--- src/sv/relative_heading_sector_classifier_unit_defines.svh ---
// Assertion helpers for the self-checks of the top-level unit.
`ifndef RELATIVE_HEADING_SECTOR_CLASSIFIER_UNIT_DEFINES_SVH
`define RELATIVE_HEADING_SECTOR_CLASSIFIER_UNIT_DEFINES_SVH

// Same-cycle implication, sampled on i_clk, off while in reset.
`define RHSC_ASSERT_NOW(lbl, ante, cons, msg) \
    lbl: assert property (@(posedge i_clk) disable iff (!i_rst_n) (ante) |-> (cons)) \
        else $error(msg);

// Next-cycle implication, sampled on i_clk, off while in reset.
`define RHSC_ASSERT_NEXT(lbl, ante, cons, msg) \
    lbl: assert property (@(posedge i_clk) disable iff (!i_rst_n) (ante) |=> (cons)) \
        else $error(msg);

`endif

--- src/sv/rhsc_pkg.sv ---
package rhsc_pkg;

    // Velocity field width and CORDIC datapath width (room for gain and negation).
    localparam int unsigned VEL_BITS   = 24;
    localparam int unsigned CORDIC_W   = VEL_BITS + 3;
    localparam int unsigned CFG_W      = 15;
    localparam int unsigned CFG_IDX_W  = 1;

    localparam int unsigned CORDIC_STEPS_DEF = 16;
    localparam int unsigned ANGLE_BITS_DEF   = 16;
    localparam int unsigned ATAN_LEN         = 24;

    localparam logic [CFG_W-1:0] FWD_HALF_RST = 15'd10923;
    localparam logic [CFG_W-1:0] MARGIN_RST   = 15'd910;

    // 180 degrees in 16-bit binary angle units, widened for the sector compares.
    localparam logic signed [18:0] HALF_TURN = 19'sd32768;

    typedef enum logic [CFG_IDX_W-1:0] {
        CFG_FWD_HALF = 1'b0,
        CFG_MARGIN   = 1'b1
    } t_cfg_idx;

    typedef enum logic [1:0] {
        SEC_FWD   = 2'd0,
        SEC_RIGHT = 2'd1,
        SEC_LEFT  = 2'd2,
        SEC_BACK  = 2'd3
    } t_sector;

    typedef struct packed {
        logic signed [VEL_BITS-1:0] vel_x;
        logic signed [VEL_BITS-1:0] vel_y;
        logic signed [VEL_BITS-1:0] vel_z;
        logic signed [15:0]         yaw_angle;
        logic signed [15:0]         pitch_angle;
        logic signed [15:0]         roll_angle;
    } t_in;

    typedef struct packed {
        logic signed [15:0] rel_angle;
        t_sector            sector;
    } t_out;

    // Side info that rides along the CORDIC pipe.
    typedef struct packed {
        logic [15:0] yaw;
        logic        zero;
    } t_tag;

    // atan(2^-i) in 2^32 units per turn.
    localparam logic [31:0] ATAN_TURN32 [0:ATAN_LEN-1] = '{
        32'd536870912, 32'd316933406, 32'd167458907, 32'd85004756,
        32'd42667331,  32'd21354465,  32'd10679838,  32'd5340245,
        32'd2670163,   32'd1335087,   32'd667544,    32'd333772,
        32'd166886,    32'd83443,     32'd41722,     32'd20861,
        32'd10430,     32'd5215,      32'd2608,      32'd1304,
        32'd652,       32'd326,       32'd163,       32'd81
    };

    // Rotation angle of step idx, rounded to nearest in 2^ab units per turn.
    function automatic logic [31:0] rhsc_step(input int unsigned ab, input int unsigned idx);
        logic [32:0] acc;
        acc = {1'b0, ATAN_TURN32[idx[4:0]]} + (33'd1 << (31 - ab));
        return 32'(acc >> (32 - ab));
    endfunction

endpackage

--- src/sv/rhsc_cordic_stage.sv ---
module rhsc_cordic_stage #(
    parameter int unsigned STEP       = 0,
    parameter int unsigned ANGLE_BITS = rhsc_pkg::ANGLE_BITS_DEF
) (
    input  logic                                   i_clk,
    input  logic                                   i_rst_n,
    input  logic                                   i_en,
    input  logic                                   i_valid,
    input  logic signed [rhsc_pkg::CORDIC_W-1:0]   i_x,
    input  logic signed [rhsc_pkg::CORDIC_W-1:0]   i_y,
    input  logic        [ANGLE_BITS-1:0]           i_z,
    input  rhsc_pkg::t_tag                         i_tag,
    output logic                                   o_valid,
    output logic signed [rhsc_pkg::CORDIC_W-1:0]   o_x,
    output logic signed [rhsc_pkg::CORDIC_W-1:0]   o_y,
    output logic        [ANGLE_BITS-1:0]           o_z,
    output rhsc_pkg::t_tag                         o_tag
);
    import rhsc_pkg::*;

    localparam logic [ANGLE_BITS-1:0] STEP_ANG = ANGLE_BITS'(rhsc_step(ANGLE_BITS, STEP));

    logic                       r_valid;
    logic signed [CORDIC_W-1:0] r_x, n_x;
    logic signed [CORDIC_W-1:0] r_y, n_y;
    logic [ANGLE_BITS-1:0]      r_z, n_z;
    t_tag                       r_tag;
    logic signed [CORDIC_W-1:0] dx, dy;

    // Vectoring: drive y toward zero; y equal to zero takes the negative branch.
    always_comb begin
        dx = i_y >>> STEP;
        dy = i_x >>> STEP;
        if (i_y > 0) begin
            n_x = i_x + dx;
            n_y = i_y - dy;
            n_z = i_z + STEP_ANG;
        end else begin
            n_x = i_x - dx;
            n_y = i_y + dy;
            n_z = i_z - STEP_ANG;
        end
    end

    always_ff @(posedge i_clk) begin
        if (!i_rst_n) begin
            r_valid <= 1'b0;
        end else if (i_en) begin
            r_valid <= i_valid;
        end
    end

    always_ff @(posedge i_clk) begin
        if (i_en) begin
            r_x   <= n_x;
            r_y   <= n_y;
            r_z   <= n_z;
            r_tag <= i_tag;
        end
    end

    assign o_valid = r_valid;
    assign o_x     = r_x;
    assign o_y     = r_y;
    assign o_z     = r_z;
    assign o_tag   = r_tag;

endmodule

--- src/sv/rhsc_post.sv ---
module rhsc_post #(
    parameter int unsigned ANGLE_BITS = rhsc_pkg::ANGLE_BITS_DEF
) (
    input  logic                   i_clk,
    input  logic                   i_rst_n,
    input  logic                   i_en,
    input  logic                   i_valid,
    input  logic [ANGLE_BITS-1:0]  i_z,
    input  rhsc_pkg::t_tag         i_tag,
    output logic                   o_valid,
    output logic [15:0]            o_rel
);
    import rhsc_pkg::*;

    logic        r_valid;
    logic [15:0] r_rel, n_rel;
    logic [15:0] bearing;

    // Scale the accumulator to 16-bit units: round half up, pass through, or pad on the right.
    generate
        if (ANGLE_BITS > 16) begin : g_round
            localparam int unsigned SH = ANGLE_BITS - 16;
            localparam logic [ANGLE_BITS:0] HALF_LSB = (ANGLE_BITS + 1)'(1) << (SH - 1);
            logic [ANGLE_BITS:0] sum;
            assign sum     = {1'b0, i_z} + HALF_LSB;
            assign bearing = sum[SH+15:SH];
        end else if (ANGLE_BITS == 16) begin : g_same
            assign bearing = 16'(i_z);
        end else begin : g_pad
            assign bearing = {i_z, {(16 - ANGLE_BITS){1'b0}}};
        end
    endgenerate

    assign n_rel = i_tag.zero ? 16'd0 : (bearing - i_tag.yaw);

    always_ff @(posedge i_clk) begin
        if (!i_rst_n) begin
            r_valid <= 1'b0;
        end else if (i_en) begin
            r_valid <= i_valid;
        end
    end

    always_ff @(posedge i_clk) begin
        if (i_en) begin
            r_rel <= n_rel;
        end
    end

    assign o_valid = r_valid;
    assign o_rel   = r_rel;

endmodule

--- src/sv/rhsc_sector.sv ---
module rhsc_sector (
    input  logic                          i_clk,
    input  logic                          i_rst_n,
    input  logic                          i_en,
    input  logic                          i_valid,
    input  logic [15:0]                   i_rel,
    input  logic [rhsc_pkg::CFG_W-1:0]    i_half,
    input  logic [rhsc_pkg::CFG_W-1:0]    i_margin,
    output logic                          o_valid,
    output rhsc_pkg::t_out                o_data
);
    import rhsc_pkg::*;

    logic               r_valid;
    t_out               r_data, n_data;
    logic signed [18:0] a, h, m, fwd_lim, side_lo, side_hi;

    always_comb begin
        a       = 19'(signed'(i_rel));
        h       = 19'({4'd0, i_half});
        m       = 19'({4'd0, i_margin});
        fwd_lim = h + m;
        side_lo = h - m;
        side_hi = HALF_TURN - h + m;

        n_data.rel_angle = signed'(i_rel);
        if (a >= -fwd_lim && a <= fwd_lim) begin
            n_data.sector = SEC_FWD;
        end else if (a >= side_lo && a <= side_hi) begin
            n_data.sector = SEC_RIGHT;
        end else if (a <= -side_lo && a >= -side_hi) begin
            n_data.sector = SEC_LEFT;
        end else begin
            n_data.sector = SEC_BACK;
        end
    end

    always_ff @(posedge i_clk) begin
        if (!i_rst_n) begin
            r_valid <= 1'b0;
        end else if (i_en) begin
            r_valid <= i_valid;
        end
    end

    always_ff @(posedge i_clk) begin
        if (i_en) begin
            r_data <= n_data;
        end
    end

    assign o_valid = r_valid;
    assign o_data  = r_data;

endmodule

--- src/sv/relative_heading_sector_classifier_unit.sv ---
// Relative heading sector classifier. Each transaction carries a velocity and a
// yaw/pitch/roll; the block returns the bearing of (vel_x, vel_y) minus yaw as a
// signed 16-bit binary angle (65536 per turn, positive is right, 180 degrees
// reads -32768) plus a sector code: forward, right, left, back, tested in that
// order using forward_half_angle and angle_margin. The angle is forced to 0 when
// the velocity is all zero, x and y are both zero, or the rotation is all zero.
// The bearing comes from an unrolled vectoring CORDIC, one register stage per
// iteration. Throughput is one transaction per clock while o_stall is low;
// the registered stages are, in order: input stage, CORDIC_STEPS iterations,
// angle scale and yaw subtract, sector compare. Every stage
// holds its own valid bit and advances when empty or when the stage after it
// moves, so bubbles close up under output stall and o_stall rises only when the
// whole pipe is full and the output is stalled. Config registers are written
// through i_cfg_we/i_cfg_addr/i_cfg_data and should change only while idle.
`include "relative_heading_sector_classifier_unit_defines.svh"

module relative_heading_sector_classifier_unit #(
    parameter int unsigned CORDIC_STEPS = rhsc_pkg::CORDIC_STEPS_DEF,
    parameter int unsigned ANGLE_BITS   = rhsc_pkg::ANGLE_BITS_DEF
) (
    input  logic                             i_clk,
    input  logic                             i_rst_n,
    // input channel
    input  logic                             i_valid,
    output logic                             o_stall,
    input  rhsc_pkg::t_in                    i_data,
    // output channel
    output logic                             o_valid,
    input  logic                             i_stall,
    output rhsc_pkg::t_out                   o_data,
    // config write port
    input  logic                             i_cfg_we,
    input  logic [rhsc_pkg::CFG_IDX_W-1:0]   i_cfg_addr,
    input  logic [rhsc_pkg::CFG_W-1:0]       i_cfg_data
);
    import rhsc_pkg::*;

    localparam int unsigned EXT = CORDIC_W - VEL_BITS;

    // ---------------- config registers ----------------
    logic [CFG_W-1:0] r_fwd_half;
    logic [CFG_W-1:0] r_margin;

    always_ff @(posedge i_clk) begin
        if (!i_rst_n) begin
            r_fwd_half <= FWD_HALF_RST;
            r_margin   <= MARGIN_RST;
        end else if (i_cfg_we) begin
            case (t_cfg_idx'(i_cfg_addr))
                CFG_FWD_HALF: r_fwd_half <= i_cfg_data;
                CFG_MARGIN:   r_margin   <= i_cfg_data;
                default:      ;
            endcase
        end
    end

    // ---------------- pipeline wiring ----------------
    // Index 0 is the input stage; index k+1 is the output of CORDIC step k.
    logic                       v   [0:CORDIC_STEPS];
    logic                       en  [0:CORDIC_STEPS];
    logic signed [CORDIC_W-1:0] px  [0:CORDIC_STEPS];
    logic signed [CORDIC_W-1:0] py  [0:CORDIC_STEPS];
    logic [ANGLE_BITS-1:0]      pz  [0:CORDIC_STEPS];
    t_tag                       pt  [0:CORDIC_STEPS];

    logic post_valid, out_valid;
    logic en_post, en_out;
    logic [15:0] post_rel;

    // Each stage loads when it is empty or the next stage moves.
    assign en_out  = !out_valid || !i_stall;
    assign en_post = !post_valid || en_out;

    always_comb begin
        en[CORDIC_STEPS] = !v[CORDIC_STEPS] || en_post;
        for (int j = CORDIC_STEPS - 1; j >= 0; j--) begin
            en[j] = !v[j] || en[j+1];
        end
    end

    assign o_stall = !en[0];

    // ---------------- input stage ----------------
    // Fold the left half plane onto the right one and seed z with a half turn there, else zero.
    logic                       r_v0;
    logic signed [CORDIC_W-1:0] r_x0, r_y0, n_x0, n_y0;
    logic [ANGLE_BITS-1:0]      r_z0, n_z0;
    t_tag                       r_t0, n_t0;
    logic signed [CORDIC_W-1:0] x_ext, y_ext;
    logic                       vel_zero, rot_zero, xy_zero;

    always_comb begin
        x_ext    = {{EXT{i_data.vel_x[VEL_BITS-1]}}, i_data.vel_x};
        y_ext    = {{EXT{i_data.vel_y[VEL_BITS-1]}}, i_data.vel_y};
        xy_zero  = (i_data.vel_x == '0) && (i_data.vel_y == '0);
        vel_zero = xy_zero && (i_data.vel_z == '0);
        rot_zero = (i_data.yaw_angle == '0) && (i_data.pitch_angle == '0)
                && (i_data.roll_angle == '0);
        if (x_ext < 0) begin
            n_x0 = -x_ext;
            n_y0 = -y_ext;
            n_z0 = {1'b1, {(ANGLE_BITS - 1){1'b0}}};
        end else begin
            n_x0 = x_ext;
            n_y0 = y_ext;
            n_z0 = '0;
        end
        n_t0.yaw  = i_data.yaw_angle;
        n_t0.zero = vel_zero || rot_zero || xy_zero;
    end

    always_ff @(posedge i_clk) begin
        if (!i_rst_n) begin
            r_v0 <= 1'b0;
        end else if (en[0]) begin
            r_v0 <= i_valid;
        end
    end

    always_ff @(posedge i_clk) begin
        if (en[0]) begin
            r_x0 <= n_x0;
            r_y0 <= n_y0;
            r_z0 <= n_z0;
            r_t0 <= n_t0;
        end
    end

    assign v[0]  = r_v0;
    assign px[0] = r_x0;
    assign py[0] = r_y0;
    assign pz[0] = r_z0;
    assign pt[0] = r_t0;

    // ---------------- CORDIC iterations ----------------
    generate
        for (genvar k = 0; k < CORDIC_STEPS; k++) begin : g_step
            rhsc_cordic_stage #(
                .STEP       (k),
                .ANGLE_BITS (ANGLE_BITS)
            ) u_stage (
                .i_clk   (i_clk),
                .i_rst_n (i_rst_n),
                .i_en    (en[k+1]),
                .i_valid (v[k]),
                .i_x     (px[k]),
                .i_y     (py[k]),
                .i_z     (pz[k]),
                .i_tag   (pt[k]),
                .o_valid (v[k+1]),
                .o_x     (px[k+1]),
                .o_y     (py[k+1]),
                .o_z     (pz[k+1]),
                .o_tag   (pt[k+1])
            );
        end
    endgenerate

    // ---------------- scale, subtract yaw ----------------
    rhsc_post #(
        .ANGLE_BITS (ANGLE_BITS)
    ) u_post (
        .i_clk   (i_clk),
        .i_rst_n (i_rst_n),
        .i_en    (en_post),
        .i_valid (v[CORDIC_STEPS]),
        .i_z     (pz[CORDIC_STEPS]),
        .i_tag   (pt[CORDIC_STEPS]),
        .o_valid (post_valid),
        .o_rel   (post_rel)
    );

    // ---------------- sector compare / output register ----------------
    rhsc_sector u_sector (
        .i_clk    (i_clk),
        .i_rst_n  (i_rst_n),
        .i_en     (en_out),
        .i_valid  (post_valid),
        .i_rel    (post_rel),
        .i_half   (r_fwd_half),
        .i_margin (r_margin),
        .o_valid  (out_valid),
        .o_data   (o_data)
    );

    assign o_valid = out_valid;

    // ---------------- checks ----------------
    // Input backpressure only when the result is stuck and the input, post and output stages are full.
    `RHSC_ASSERT_NOW(a_stall_only_when_full, o_stall, out_valid && i_stall && v[0] && post_valid, "input stalled with room in the pipe")
    // A zero angle always lands in the forward sector.
    `RHSC_ASSERT_NOW(a_zero_is_fwd, out_valid && (o_data.rel_angle == '0), o_data.sector == SEC_FWD, "zero angle not classified forward")
    // A transaction in the input stage that moves on shows up in the first step.
    `RHSC_ASSERT_NEXT(a_first_step_moves, r_v0 && en[1], v[1], "transaction lost leaving input stage")

endmodule
--- config.mk ---
export PLATFORM = sky130hd
export DESIGN_NAME = relative_heading_sector_classifier_unit
export DESIGN_NICKNAME = d
export VERILOG_FILES = /design/src/sv/rhsc_pkg.sv /design/src/sv/rhsc_cordic_stage.sv /design/src/sv/rhsc_post.sv /design/src/sv/rhsc_sector.sv /design/src/sv/relative_heading_sector_classifier_unit.sv
export VERILOG_INCLUDE_DIRS = /design/src /design/src/sv
export SDC_FILE = /design/constraint.sdc
export NUM_CORES = 2
export LEC_CHECK = 0
export ABC_AREA = 1
export BUFFER_PORTS_ARGS = -buffer_cell sky130_fd_sc_hd__clkbuf_2
export CELL_PAD_IN_SITES_DETAIL_PLACEMENT = 0
export CELL_PAD_IN_SITES_GLOBAL_PLACEMENT = 1
export CORE_MARGIN = 10
export CORE_UTILIZATION = 49
export CTS_BUF_LIST = sky130_fd_sc_hd__clkbuf_8
export DETAILED_ROUTE_END_ITERATION = 10
export PLACE_DENSITY = 0.81
export SLEW_MARGIN = 20
export SYNTH_ARGS = -nofsm -noshare
export SYNTH_HDL_FRONTEND = slang
export SYNTH_SLANG_ARGS = --single-unit
--- constraint.sdc ---
create_clock -name i_clk -period 19 [get_ports i_clk]
set_clock_uncertainty 0.15 [all_clocks]
set_input_delay 1.9 -clock i_clk [delete_from_list [all_inputs] [get_ports i_clk]]
set_output_delay 1.9 -clock i_clk [all_outputs]
set_load 0.01 [all_outputs]
==> results.cfg <==
[synthesis]
yosysSeqAreaShare = 0.3845
ys_ff_latch = 1357
yosysWarnings = 0
synth_edf_count = 1308
syn_avg_cell_area_sq_um = 8.759
synthesis.area_sq_um = 104700
synth_top_area_frac = 0.3752
synthArstFlopShare = 0
syn_inst = 11950
synth-main-ff-cell = edfxtp_1
yosys.area.top_type = edfxtp_1
synth_cell_types = 78
synthTopCellsByArea = edfxtp_1 38%, ha_1 13%, xor2_1 8.0%

[die]
io_pins = 161
start_util = 0.4931
core_area_sq_um = 212300
die-area_sq_um = 232500
die_w_um = 482.2
rows = 169
fp.dieH_um = 482.2

[timing]
fin_crit_sh = 0.4128
fin_tns_setup_ps = 0
maxSlewViolCount = 0
hold_viol = 0
rsz0062_at_grt = no
finalSetupViolations = 0
setup_ws_ps = 11160
slew_headroom = 0.2081
whs_ps = 243.3
fmaxAchievable_ghz = 0.1275
fin_crit_ps = 7843
worst_slew_pin_slew_ps = 1177

[setup_path]
cp.arrival_ps = 5790
crit_fanout = 34
critPathMaxStageDelay_ps = 500
path_class = in -> out
crit_path_start = i_stall
cp.required_ps = 16950
crit_chain = clkbuf_2 -> nand4_2 -> buf_4 -> nor2_4 -> nand4_4 -> nor2_4 -> nand4_4 -> nor2_4 -> nand4_4 -> nor2_4 -> nand4_4 -> inv_1 -> clkbuf_2
start_kind = input pin
r2r-start = g_step[1].u_stage.o_y[2]$_DFFE_PP_
crit_path_top_delay_cell = nand4_4
endpoint_kind = output pin

[drt]
first_pass_iters = 8
via_per_inst = 5.529
wire_per_inst_um = 19.29
drc = 0
vias = 84490
drtIter0Drc = 6879
ant_nets = 0
wl_um = 294700

[global_route]
grt_overflow = 0
grt_max_degree = 75
grt_pass1_vias = 82130
antenna_found_initial = 5
grt.total_usage = 0.2487
grt_pass1_wl_um = 461400

[final_layout]
nNetsFinal = 13550
drive_above_1_share = 0.05308
multi_input_area_sq_um = 58610
mostFrequentLayoutCells = 1809 x nand2_1, 1464 x inv_1, 1308 x edfxtp_1, 1186 x a21oi_1, 1102 x ha_1
final_cells = 15280
area_growth_pct = 8.462
register_area_sq_um = 40260
layout_commonest_cell = nand2_1
fill_cells = 19830

[outcome]
status = finished, final reports clean

[clock_tree]
cts_tree = built
clkTransAtPathRegs_ps = 60
cts_sinks = 1357
cts_buffers = 226
cts_buffer_depth = 3
clk_latency_ps = 1010
cts_root_buf = clkbuf_8
cts_hold_buf = 0
cts_htree_levels = 4
post_cts_resized = 0
post_cts_buffers = 0

[worst_hold_path]
hp-start = g_step[9].u_stage.o_tag[4]$_DFFE_PP_
hold_class = reg -> reg

[flow_run]
cap_violations = 0

[placed_design]
dp_hpwl_um = 242700
gp_congestion = 0.9669
pre_cts_ws_ps = 11040
io_buffers = 136
post-place-cells = 14860
## synthesized netlist by cell type (all sizes together) (2+ instances only)
cell type	instances
mux2i	3
buf	56
fa	43
nand3	428
o22ai	3
nor2	1097
o31ai	67
nand4	149
a21boi	72
a31oi	67
xor2	971
clkinv	4
and2	3
a31o	3
a41oi	2
o2111ai	7
o41ai	2
a22oi	3
or3	2
nor3	310
o21bai	40
clkbuf	54
and3	12
dfxtp	49
edfxtp	1308
o21a	94
o221a	4
o311ai	5
a311oi	16
inv	1426
nor4	123
o21ai	702
nand3b	16
a221oi	14
nor3b	20
o211ai	53
xnor2	414
ha	1102
xnor3	9
nand2	1841
o221ai	35
or2	38
a21oi	1191
a21o	69
a211oi	20
## worst max-delay path, delay by kind of cell
kind                   cells  cell delay (ps)
and+or+nand+nor            9             3190
buffers and inverters      4              650
## final timing paths
kind	to	slack [ps]	cells past startpoint
max	o_stall	11160	13
min	g_step[10].u_stage.o_tag[4]$_DFFE_PP_	240	0
max reg2reg	g_step[2].u_stage.o_y[22]$_DFFE_PP_	12790	24
min reg2reg	g_step[10].u_stage.o_tag[4]$_DFFE_PP_	240	0
## metal layers
| layer | up-vias | routed length [um] | global-route usage |
|---|---|---|---|
| li1 | 42060 | - | - |
| met1 | 39950 | 135600 | 0.3442 |
| met2 | 2087 | 136100 | 0.4124 |
| met3 | 387 | 15700 | 0.03229 |
| met4 | 0 | 7230 | 0.06286 |
| met5 | - | 0 | 0 |
## state kept, by name, indices dropped and copies added, names as in the netlist, 15 cells and up
register                cells
pt                         17
r_margin                   15
g_step.u_stage.o_z        215
r_fwd_half                 15
u_post.o_rel               16
r_x0                       27
g_step.u_stage.o_valid     16
g_step.u_stage.o_y        378
g_step.u_stage.o_tag      272
g_step.u_stage.o_x        337
u_sector.o_data            18
r_y0                       27
## area by class of cell
type                       instances  share of cell area
clock buffer                     227             0.02751
antenna                            6           0.0001322
clock inverter                   192             0.01367
multi-input combinational       9057              0.5162
tap                             2821             0.03108
timing repair buffer             190            0.009542
sequential                      1357              0.3545
inverter                        1430             0.04733
## stage by stage
| stage | utilization | area [sq um] |
|---|---|---|
| 6_report | 0.5349 | 113600 |
| 4_1_cts | 0.5348 | 113500 |
| 3_3_place_gp | 0.5127 | 108900 |
| 2_1_floorplan | - | 104700 |
| 3_5_place_dp | 0.5128 | 108900 |
| 5_1_grt | 0.5348 | 113500 |
## kinds of logic after synthesis
family | synth area share
AO/OA/AOI/OAI | 0.1327
XOR/XNOR | 0.1193
adder cells (fa/ha/maj) | 0.1399
buffers and inverters | 0.05667
flip-flops | 0.3845
multiplexers | 0.0002868
other | 0.00003582
AND/OR/NAND/NOR | 0.1665
Power is not shown: default switching activity piles up to over one toggle a cycle in this logic, so the estimate is an artifact.
